===== src/mwm_pkg.sv =====
package mwm_pkg;

    localparam int FRACTION_BITS = 14;
    localparam int LANES         = 4;
    localparam int IN_W          = 16;
    localparam int OUT_W         = 16;

    // four-way sum of IN_W operands
    localparam int SUM_W = IN_W + 2;
    localparam int MAG_W = SUM_W;
    // quotient never exceeds ONE
    localparam int Q_W   = FRACTION_BITS + 1;
    localparam int DIV_W = (MAG_W > Q_W) ? MAG_W : Q_W;
    localparam int SQ_W  = 2 * Q_W;
    localparam int RES_W = SQ_W - FRACTION_BITS;
    localparam int CMP_W = ((RES_W > OUT_W) ? RES_W : OUT_W) + 1;

    localparam logic [DIV_W-1:0] ONE_DIV     = DIV_W'(1) << FRACTION_BITS;
    localparam logic [CMP_W-1:0] SAT_POS     = CMP_W'((2 ** (OUT_W - 1)) - 1);
    localparam logic [CMP_W-1:0] SAT_NEG_MAG = CMP_W'(2 ** (OUT_W - 1));

    // lane order matches the result fields
    localparam int LANE_FL = 0;
    localparam int LANE_FR = 1;
    localparam int LANE_RL = 2;
    localparam int LANE_RR = 3;

    typedef struct packed {
        logic                          valid;
        logic [LANES-1:0]              neg;
        logic [DIV_W-1:0]              div;
        logic [LANES-1:0][DIV_W-1:0]   rem;
        logic [LANES-1:0][Q_W-1:0]     low;
    } t_div_item;

    function automatic logic [OUT_W-1:0] sat_out(input logic neg, input logic [RES_W-1:0] mag);
        logic [CMP_W-1:0] m;
        logic [OUT_W-1:0] r;
        m = CMP_W'(mag);
        if (!neg) begin
            r = (m > SAT_POS) ? OUT_W'(SAT_POS) : OUT_W'(m);
        end else begin
            r = (m > SAT_NEG_MAG) ? OUT_W'(SAT_NEG_MAG) : OUT_W'(CMP_W'(0) - m);
        end
        return r;
    endfunction

endpackage


===== src/mwm_div_stage.sv =====
// one restoring-division step for all four lanes, registered
module mwm_div_stage import mwm_pkg::*; (
    input  logic      i_clk,
    input  logic      i_rst_n,
    input  logic      i_en,
    input  t_div_item i_item,
    output t_div_item o_item
);

    t_div_item                 r_item;
    t_div_item                 n_item;
    logic [LANES-1:0][DIV_W:0] w_trial;
    logic [LANES-1:0]          w_ge;

    always_comb begin
        n_item = i_item;
        for (int l = 0; l < LANES; l++) begin
            w_trial[l] = {i_item.rem[l], i_item.low[l][Q_W-1]};
            w_ge[l]    = w_trial[l] >= {1'b0, i_item.div};
            n_item.rem[l] = w_ge[l] ? DIV_W'(w_trial[l] - {1'b0, i_item.div})
                                    : DIV_W'(w_trial[l]);
            n_item.low[l] = {i_item.low[l][Q_W-2:0], w_ge[l]};
        end
    end

    always_ff @(posedge i_clk) begin
        if (!i_rst_n) begin
            r_item.valid <= 1'b0;
        end else if (i_en) begin
            r_item <= n_item;
        end
    end

    assign o_item = r_item;

endmodule


===== config.mk =====
export PLATFORM = sky130hd
export DESIGN_NAME = mwm_div_stage
export DESIGN_NICKNAME = d
export VERILOG_FILES = /design/src/mwm_pkg.sv /design/src/mwm_div_stage.sv
export SDC_FILE = /design/constraint.sdc
export NUM_CORES = 1
export LEC_CHECK = 0
export BUFFER_PORTS_ARGS = -buffer_cell sky130_fd_sc_hd__buf_2
export CAP_MARGIN = 20
export CORE_ASPECT_RATIO = 1.4
export CORE_MARGIN = 2
export CORE_UTILIZATION = 30
export CTS_CLUSTER_DIAMETER = 50
export DETAILED_ROUTE_END_ITERATION = 10
export PLACE_DENSITY = 0.49
export SYNTH_ARGS = -nofsm -noshare
export SYNTH_HDL_FRONTEND = slang
export SYNTH_SLANG_ARGS = --single-unit

===== constraint.sdc =====
create_clock -name i_clk -period 8.16 [get_ports i_clk]
set_clock_uncertainty 0.1 [all_clocks]
set_input_delay 2.04 -clock i_clk [delete_from_list [all_inputs] [get_ports i_clk]]
set_output_delay 2.04 -clock i_clk [all_outputs]
set_load 0.05 [all_outputs]

Yosys cells after proc, flatten, opt, wreduce, memory -nomap -nowiden
Cells that the tools add are included.

Input bits: 158. Bits in registers: 155. Word-level logic and storage cells: 24.

Multiplexer cells: 4. Add/sub/neg operators: 4. Magnitude comparators: 4. Reductions and logical operators: 1.

Operator list (number): >= comparator 19 x 18 -> 1 bit (4); 2-to-1 mux 18 bit (4); subtractor 18 bit (4); AND reduction 2 bit (1).

Logic depth before layout (Yosys ltp)
Gate-level depths: netlist of run 1.

Word-level depth: 2. Mapped depth: 13. Gate-level depth less buffers: 11.

Least setup slack after synthesis of run 1
OpenSTA, ideal clock, no wires.

Path kind: input-to-reg. Start: input port i_en. End: register r_item (netlist bit o_item[0]) (enable). Setup time: 531 ps. Data required time: 7529 ps. Cell stages on the path: 1. Data arrival time: 5552 ps. Setup slack: 1976 ps. Cells stage by stage: and2_1.

Cells in the longest elaborated chain, start to end: 1.

Ends and longest elaborated chain: start: declaration (line mwm_div_stage.sv:5) `input logic i_en,`; AND reduction 2 bit (no source line); end signal: assignment (line mwm_div_stage.sv:30) `r_item <= n_item;`; end: declaration (line mwm_div_stage.sv:10) `t_div_item r_item;`.

No other way between the ends. A chain may end at the register's enable or synchronous reset.

==> results.txt, run 1 <==
- In the synthesized netlist the async set-or-reset flop fraction comes to 0.
- The path with the worst hold slack has its endpoint at o_item[154]$_SDFFE_PN0P_.
- Counting distinct cell types in the post-synthesis netlist gives 63.
- Initial antenna violation count: 4
- Overall track demand over capacity in global routing: 0.177
* WS Path Type: input pin to flop
- The compound-cell area share of the yosys netlist came to 0.151.
* Number of nets produced by synthesis: 1037
* Inserted Clock Buffers: 17
* Number of stages on the worst hold path: 2
- H-tree depth: 4
- In this run, placement finished with an instance count of 1488.
- The worst register-to-register path has a depth of 2.
- Counting along the longest clock path gives a buffer depth of 2.
- Areal power density over the cells: 217 mW/mm^2
- The share of the Yosys chip area taken by registers is 0.498.
- CP endpoint kind: flop
- DIE WIDTH: 153 um
- Starting density of the core: 0.304
- Routed wire length: 29.2 mm
- Summing over every cut layer, the via total after detailed routing is 7435.
- The setup check on the worst reg-to-reg path leaves a slack of 7.46 ns.
* Data arrival, critical path: 5.11 ns
- Status: completed
* Reg-to-reg startpoint: o_item[154]$_SDFFE_PN0P_
- In the synthesized netlist, the number of instances is 803.
* Instance area at placement: 0.0113 mm^2
* Via count of the first global-routing pass: 7510
- Count of flip-flops with a built-in enable after synthesis: 154
* Largest family of logic cells by synthesized area: compound AO/OA/AOI/OAI gates
- Core region area: 0.0307 mm^2
- Hold Crit Class: flop to flop
- The floorplan has 76 rows.
- Measured slew at the worst slew-check pin: 1.03 ns
- Clock-pin slew was measured on the worst setup and hold paths at 0.07 ns.
- The routed design could run at a clock period as short as 5.01 ns.
- The worst register-to-register path ends at o_item[154]$_SDFFE_PN0P_.
- Yosys synthesis warning count: 0
- A synthesized cell averages 11.6 um^2.
- Number of antenna-violating nets in the routed design: 0
* Worst hold slack after final layout: 0.444 ns
* Ratio of final minimum period to clock period: 0.614
* Required time worst endpoint: 8.26 ns
- Summing all non-filler instances in the final layout gives an area of 0.0119 mm^2.
* Final routed wire length divided by cell count: 19.2 um
* Fraction of the mapped netlist area in adder cells: 0.105
- Count of input and output buffers: 312
- Post-CTS Hold Fix Bufs: 0
- Average vias per placed instance: 4.88
- Share of synthesized area spent on multiplexers: 0.0759
* Number of gates resized after cts: 0
* Leakage dissipation: 5.10 nW
- The register with the most flip-flops in the layout has 155 of them.
- Summing internal, switching and leakage power gives 0.00258 W.
* Root Driver: sky130_fd_sc_hd__clkbuf_16
- Number of non-filler instances in the completed layout: 1523
* Synthesized-area fraction occupied by and/or/nand/nor cells: 0.0942
- The number of hold-slack violations in the final timing report is 0.
- Number of detailed-routing iterations run before antenna repair: 4
- Top FF cell, synth: sky130_fd_sc_hd__edfxtp_1
* Clock tree sinks: 155
* Critical-path maximum fanout: 20
* DRC: 0
- Hold path startpoint: o_item[154]$_SDFFE_PN0P_
* Layout net count: 1351
- Die Y: 213 um
- TritonCTS clock tree: yes
* Largest net degree at the start of global routing: 71
* Worst rel slew slack: 0.312
- Area growth syn-to-layout: 27.4%
- 313 I/O pins were placed.
- Based on the critical path, the design can be clocked at up to 200 MHz.
* Post-synthesis cell type with the largest combined area: sky130_fd_sc_hd__edfxtp_1
- In the post-synthesis netlist, the biggest area contributors are sky130_fd_sc_hd__edfxtp_1 (50%), sky130_fd_sc_hd__ha_1 (9.7%), sky130_fd_sc_hd__mux2_2 (3.7%), sky130_fd_sc_hd__a21oi_1 (3.6%), sky130_fd_sc_hd__xnor2_1 (2.9%).
- Half-perimeter wire length of the detailed placement result: 23.5 mm
- Setup repair after global routing left no endpoint under its margin.
- Peak VDD IR: 0.0997 mV
- Combined area of all synthesized cells: 0.00933 mm^2
- In the final layout, the share of cells above drive strength 1 is 0.350.
- Area share of the largest cell type after synthesis: 0.496
- STA classifies the critical path startpoint as an input pin.
- Gpl congestion: 0.838
- Most numerous cell types in the synthesized netlist: sky130_fd_sc_hd__edfxtp_1 (154), sky130_fd_sc_hd__ha_1 (72), sky130_fd_sc_hd__a21oi_1 (68)
* Setup Fix Bufs, Post-CTS: 0
- Total Die Area: 0.0326 mm^2
* Overflow left after global routing: 0
- After routing, the total negative slack on setup checks comes to 0 ns.
- The final number of max-transition violations is 0.
- In this run, the number of DRC markers left after iteration 0 of detailed routing was 358.
* Final Setup Violations: 0
- Clock latency on the worst-skew pair: 0.44 ns
- Max-cap violations in this run came to 0.
- FF+latch count, synth: 155
- Synth Area in XOR/XNOR: 0.0469
- The most common cell in the synthesized netlist is sky130_fd_sc_hd__edfxtp_1.
- Global-route wire length before repair: 42.7 mm
==> worst max-delay path by stage <==
stage           startpoint               endpoint  slack [ns]  cells past startpoint
2_1_floorplan         i_en    o_item[0]$_DFFE_PP_        1.98                      1
3_5_place_dp   i_item[133]  o_item[121]$_DFFE_PP_        2.63                     10
5_1_grt        i_item[133]  o_item[127]$_DFFE_PP_        2.77                     11
4_1_cts        i_item[133]  o_item[121]$_DFFE_PP_        3.11                     10
6_report       i_item[133]  o_item[128]$_DFFE_PP_        3.15                     10
3_3_place_gp   i_item[133]  o_item[128]$_DFFE_PP_        2.71                     10
==> worst max-delay path, stage by stage <==
cell                       delay, ns
sky130_fd_sc_hd__buf_2          0.10
sky130_fd_sc_hd__inv_1          0.33
sky130_fd_sc_hd__ha_1           0.33
sky130_fd_sc_hd__nand2b_1       0.10
sky130_fd_sc_hd__a21oi_1        0.10
sky130_fd_sc_hd__o21ai_0        0.43
sky130_fd_sc_hd__a21oi_1        0.18
sky130_fd_sc_hd__o21ai_2        0.59
sky130_fd_sc_hd__inv_1          0.51
sky130_fd_sc_hd__mux2_2         0.39
==> layout make-up <==
type,instances,area (um^2)
multi-input combinational,584,4420
antenna,3,7.51
sequential,155,4640
clock buffer,18,429
tap,390,488
fill,3117,18800
timing repair buffer,314,1580
clock inverter,14,160
inverter,45,169
==> power by group <==
group          switching, W  internal (W)
combinational      0.000532      0.000256
sequential        0.0000168      0.000969
clock              0.000352      0.000457
total              0.000901       0.00168
==> cell usage in the layout, fill, tap and decap left out, drive strengths merged, types with 3 or more instances in the layout <==
master	count
clkinv	3
and2	5
inv	51
nor3	10
nor2b	10
o31ai	5
nor3b	3
and4	3
buf	314
ha	72
xnor2	31
mux2i	7
nand4	10
clkinvlp	3
o21a	11
xor2	19
a21oi	71
nand3	15
o21bai	7
and3	5
o21ai	40
edfxtp	154
a31oi	7
a211o	5
nor2	49
nor4	3
fa	4
a21o	24
o211ai	13
mux2	54
nand2b	7
clkbuf	18
nand2	56
diode	3
a211oi	11
==> per-stage QoR <==
stage | utilization | setup WS (ns)
4_1_cts | 0.387 | 3.11
3_3_place_gp | 0.368 | 2.71
3_5_place_dp | 0.368 | 2.63
6_report | 0.387 | 3.15
2_1_floorplan | - | 1.98
5_1_grt | 0.387 | 2.77
==> cell families (layout without fill, tap and decap cells) <==
family,count (synthesis),count (layout)
XOR/XNOR,50,50
buffers and inverters,64,391
other,0,3
AO/OA/AOI/OAI,215,215
flip-flops,155,155
AND/OR/NAND/NOR,182,182
multiplexers,61,61
adder cells (fa/ha/maj),76,76
==> routing by layer <==
metal / vias up / share of wire / global-route usage / wire length, um
met4: 2 / 0.034 / 0.0948 / 1000
met1: 3496 / 0.38 / 0.183 / 11000
met5: - / 0.00038 / 0 / 11
met2: 216 / 0.54 / 0.332 / 15700
li1: 3674 / - / - / -
met3: 47 / 0.051 / 0.0388 / 1500
(Power assumes the default switching activity.)
==> run 2, diff against run 1 <==
- clock period: 8.16 -> 4.87 ns (I/O delays scaled with it)
==> results.txt, run 2 (synthesis gave the netlist of run 1 again) <==
- The run finished with clean final reports.
- Buffers inserted during clock tree synthesis total 17.
* Die Y: 213 um
- Clock latency on the worst-skew pair: 0.44 ns
* Largest net degree at the start of global routing: 73
- Final routed wire length divided by cell count: 18.8 um
* Data arrival, critical path: 4.03 ns
- Max cap viols: 0
- Post-Place Setup Slack: 0.429 ns
* Routed wire length: 28.6 mm
- The final route contains 7488 vias.
- The worst hold path belongs to the class flop to flop.
* Library cell contributing the largest single delay on the critical path: sky130_fd_sc_hd__a211o_1
- Number of antenna-violating nets in the routed design: 0
- Setup repair after global routing left no endpoint under its margin.
- In this design, the largest share of critical-path delay is due to compound AO/OA/AOI/OAI gates.
- The final number of max-transition violations is 0.
* H-tree depth: 4
- Ratio of final minimum period to clock period: 0.809
- Buffers added to address setup during post-CTS repair amount to 0.
- The clock period could shrink to 3.94 ns.
* Maximum clock path buffer count: 2
* Critical-path maximum fanout: 19
* Worst hold slack after final layout: 0.418 ns
- STA classifies the critical path endpoint as a flop.
- For this run the aggregate overflow at the end of global routing stands at 0.
- The first TritonRoute pass finished after 4 iterations.
- In the layout the commonest cells are sky130_fd_sc_hd__buf_2 (312), sky130_fd_sc_hd__edfxtp_1 (154), sky130_fd_sc_hd__ha_1 (72).
- Area growth syn-to-layout: 28.0%
* DIE WIDTH: 153 um
- The via count of the first global-routing pass is 7389.
- Number of gates resized after cts: 0
- Dividing the detail-routed via count by the number of cells gives 4.91.
- Largest stage delay on the critical path: 0.62 ns
* Number of instances in the placed design: 1491
* Post-CTS Hold Fix Bufs: 0
- In this run, the number of DRC markers left after iteration 0 of detailed routing was 395.
- Across all setup checks in the final design, the least slack found is 0.929 ns.
- Buffers and inverters on the worst path: 2
* Worst-path cell chain: buf_2, inv_1, ha_1, nor2b_1, o211ai_1, a21oi_1, o21ai_1, nand2_1, a211o_1, mux2_1
- The register with the most flip-flops in the layout has 155 of them.
- Overall track demand over capacity in global routing: 0.172
- In the final layout, the share of cells above drive strength 1 is 0.353.
* Worst rel slew slack: 0.416
- After detailed routing, the number of remaining DRC violations is 0.
- The worst-case IR drop observed on VDD is 0.182 mV.
* Leakage dissipation: 5.13 nW
- The congestion estimate from routability-driven global placement came to 0.875.
- Final Hold Violating Endpoints: 0
- Starting density of the core: 0.304
- Half-perimeter wire length of the detailed placement result: 22.9 mm
* Clk slew on worst S/H paths: 0.07 ns
- Post-layout power: 0.00437 W
- Derived from the worst setup path, the maximum achievable clock frequency is 254 MHz.
- STA classifies the critical path startpoint as an input pin.
- Total Die Area: 0.0326 mm^2
* Initial antenna violation count: 2
- Setup total negative slack: 0 ns
* WS Path Type: input pin to flop
* Clock tree sinks: 155
- Power spread over the standard cell area amounts to 366 mW/mm^2.
- The total area inside the core boundary comes to 0.0307 mm^2.
* Root Driver: sky130_fd_sc_hd__clkbuf_16
- The count of buffers added on input and output ports is 312.
- Leaving out fill and tap cells, the most frequent cell in the layout is sky130_fd_sc_hd__buf_2.
- TritonCTS built the clock tree.
- For the pin with the worst max-slew slack, the measured transition is 0.876 ns.
- Global-route wire length before repair: 42.4 mm
- Final Setup Violations: 0
- Required time worst endpoint: 4.95 ns
- Layout net count: 1354
* Ports: 313
- Number of non-filler instances in the completed layout: 1524
- Cell row count: 76
## run 2: changes by cell type in the layout (fill, tap and decap cells not counted), sizes merged
cell | previous run | this run
inv | 51 | 55
clkbuf | 18 | 17
clkinv | 3 | 1
clkinvlp | 3 | 2
buf | 314 | 317
diode | 3 | 1
## run 2: worst min-delay path, delay by kind of cell, from the launching register on
family | cells | cell delay (ns)
and+or+nand+nor | 1 | 0.09
muxes | 1 | 0.07
DFF | 1 | 0.32
## run 2: path summary, 6_finish.rpt
kind	startpoint	to	slack [ns]	cells after the start
worst max-delay path	i_item[133]	o_item[106]$_DFFE_PP_	0.93	10
worst min-delay path	o_item[154]$_SDFFE_PN0P_	o_item[154]$_SDFFE_PN0P_	0.42	2
worst max register to register	o_item[154]$_SDFFE_PN0P_	o_item[154]$_SDFFE_PN0P_	4.18	2
worst min register to register	o_item[154]$_SDFFE_PN0P_	o_item[154]$_SDFFE_PN0P_	0.42	2
## run 2: report_power, final
part | internal [W] | switching [W]
registers | 0.00162 | 0.0000313
logic | 0.000437 | 0.000892
clock network | 0.000777 | 0.000607
total | 0.00284 | 0.00153
## run 2: metrics by stage
step	instance area [um^2]	util
floorplan	9330	-
global placement	11300	0.369
detailed placement	11300	0.369
CTS	11900	0.389
global route	11900	0.389
finish	11900	0.389
## run 2: cell type report
class | instances | area [um^2]
Fill cell | 3063 | 18800
Sequential cell | 155 | 4640
Multi-Input combinational cell | 584 | 4420
Timing Repair Buffer | 317 | 1620
Tap cell | 390 | 488
Clock buffer | 17 | 425
Clock inverter | 15 | 178
Inverter | 45 | 169
Antenna cell | 1 | 2.50
## run 2: per-layer routing
layer  routed length, um  vias up  global-route usage
met5                  13        -                   0
met4                 870        2              0.0754
met3                1720       41              0.0369
met2               14200      275               0.299
met1               11800     3495               0.205
li1                    -     3675                   -
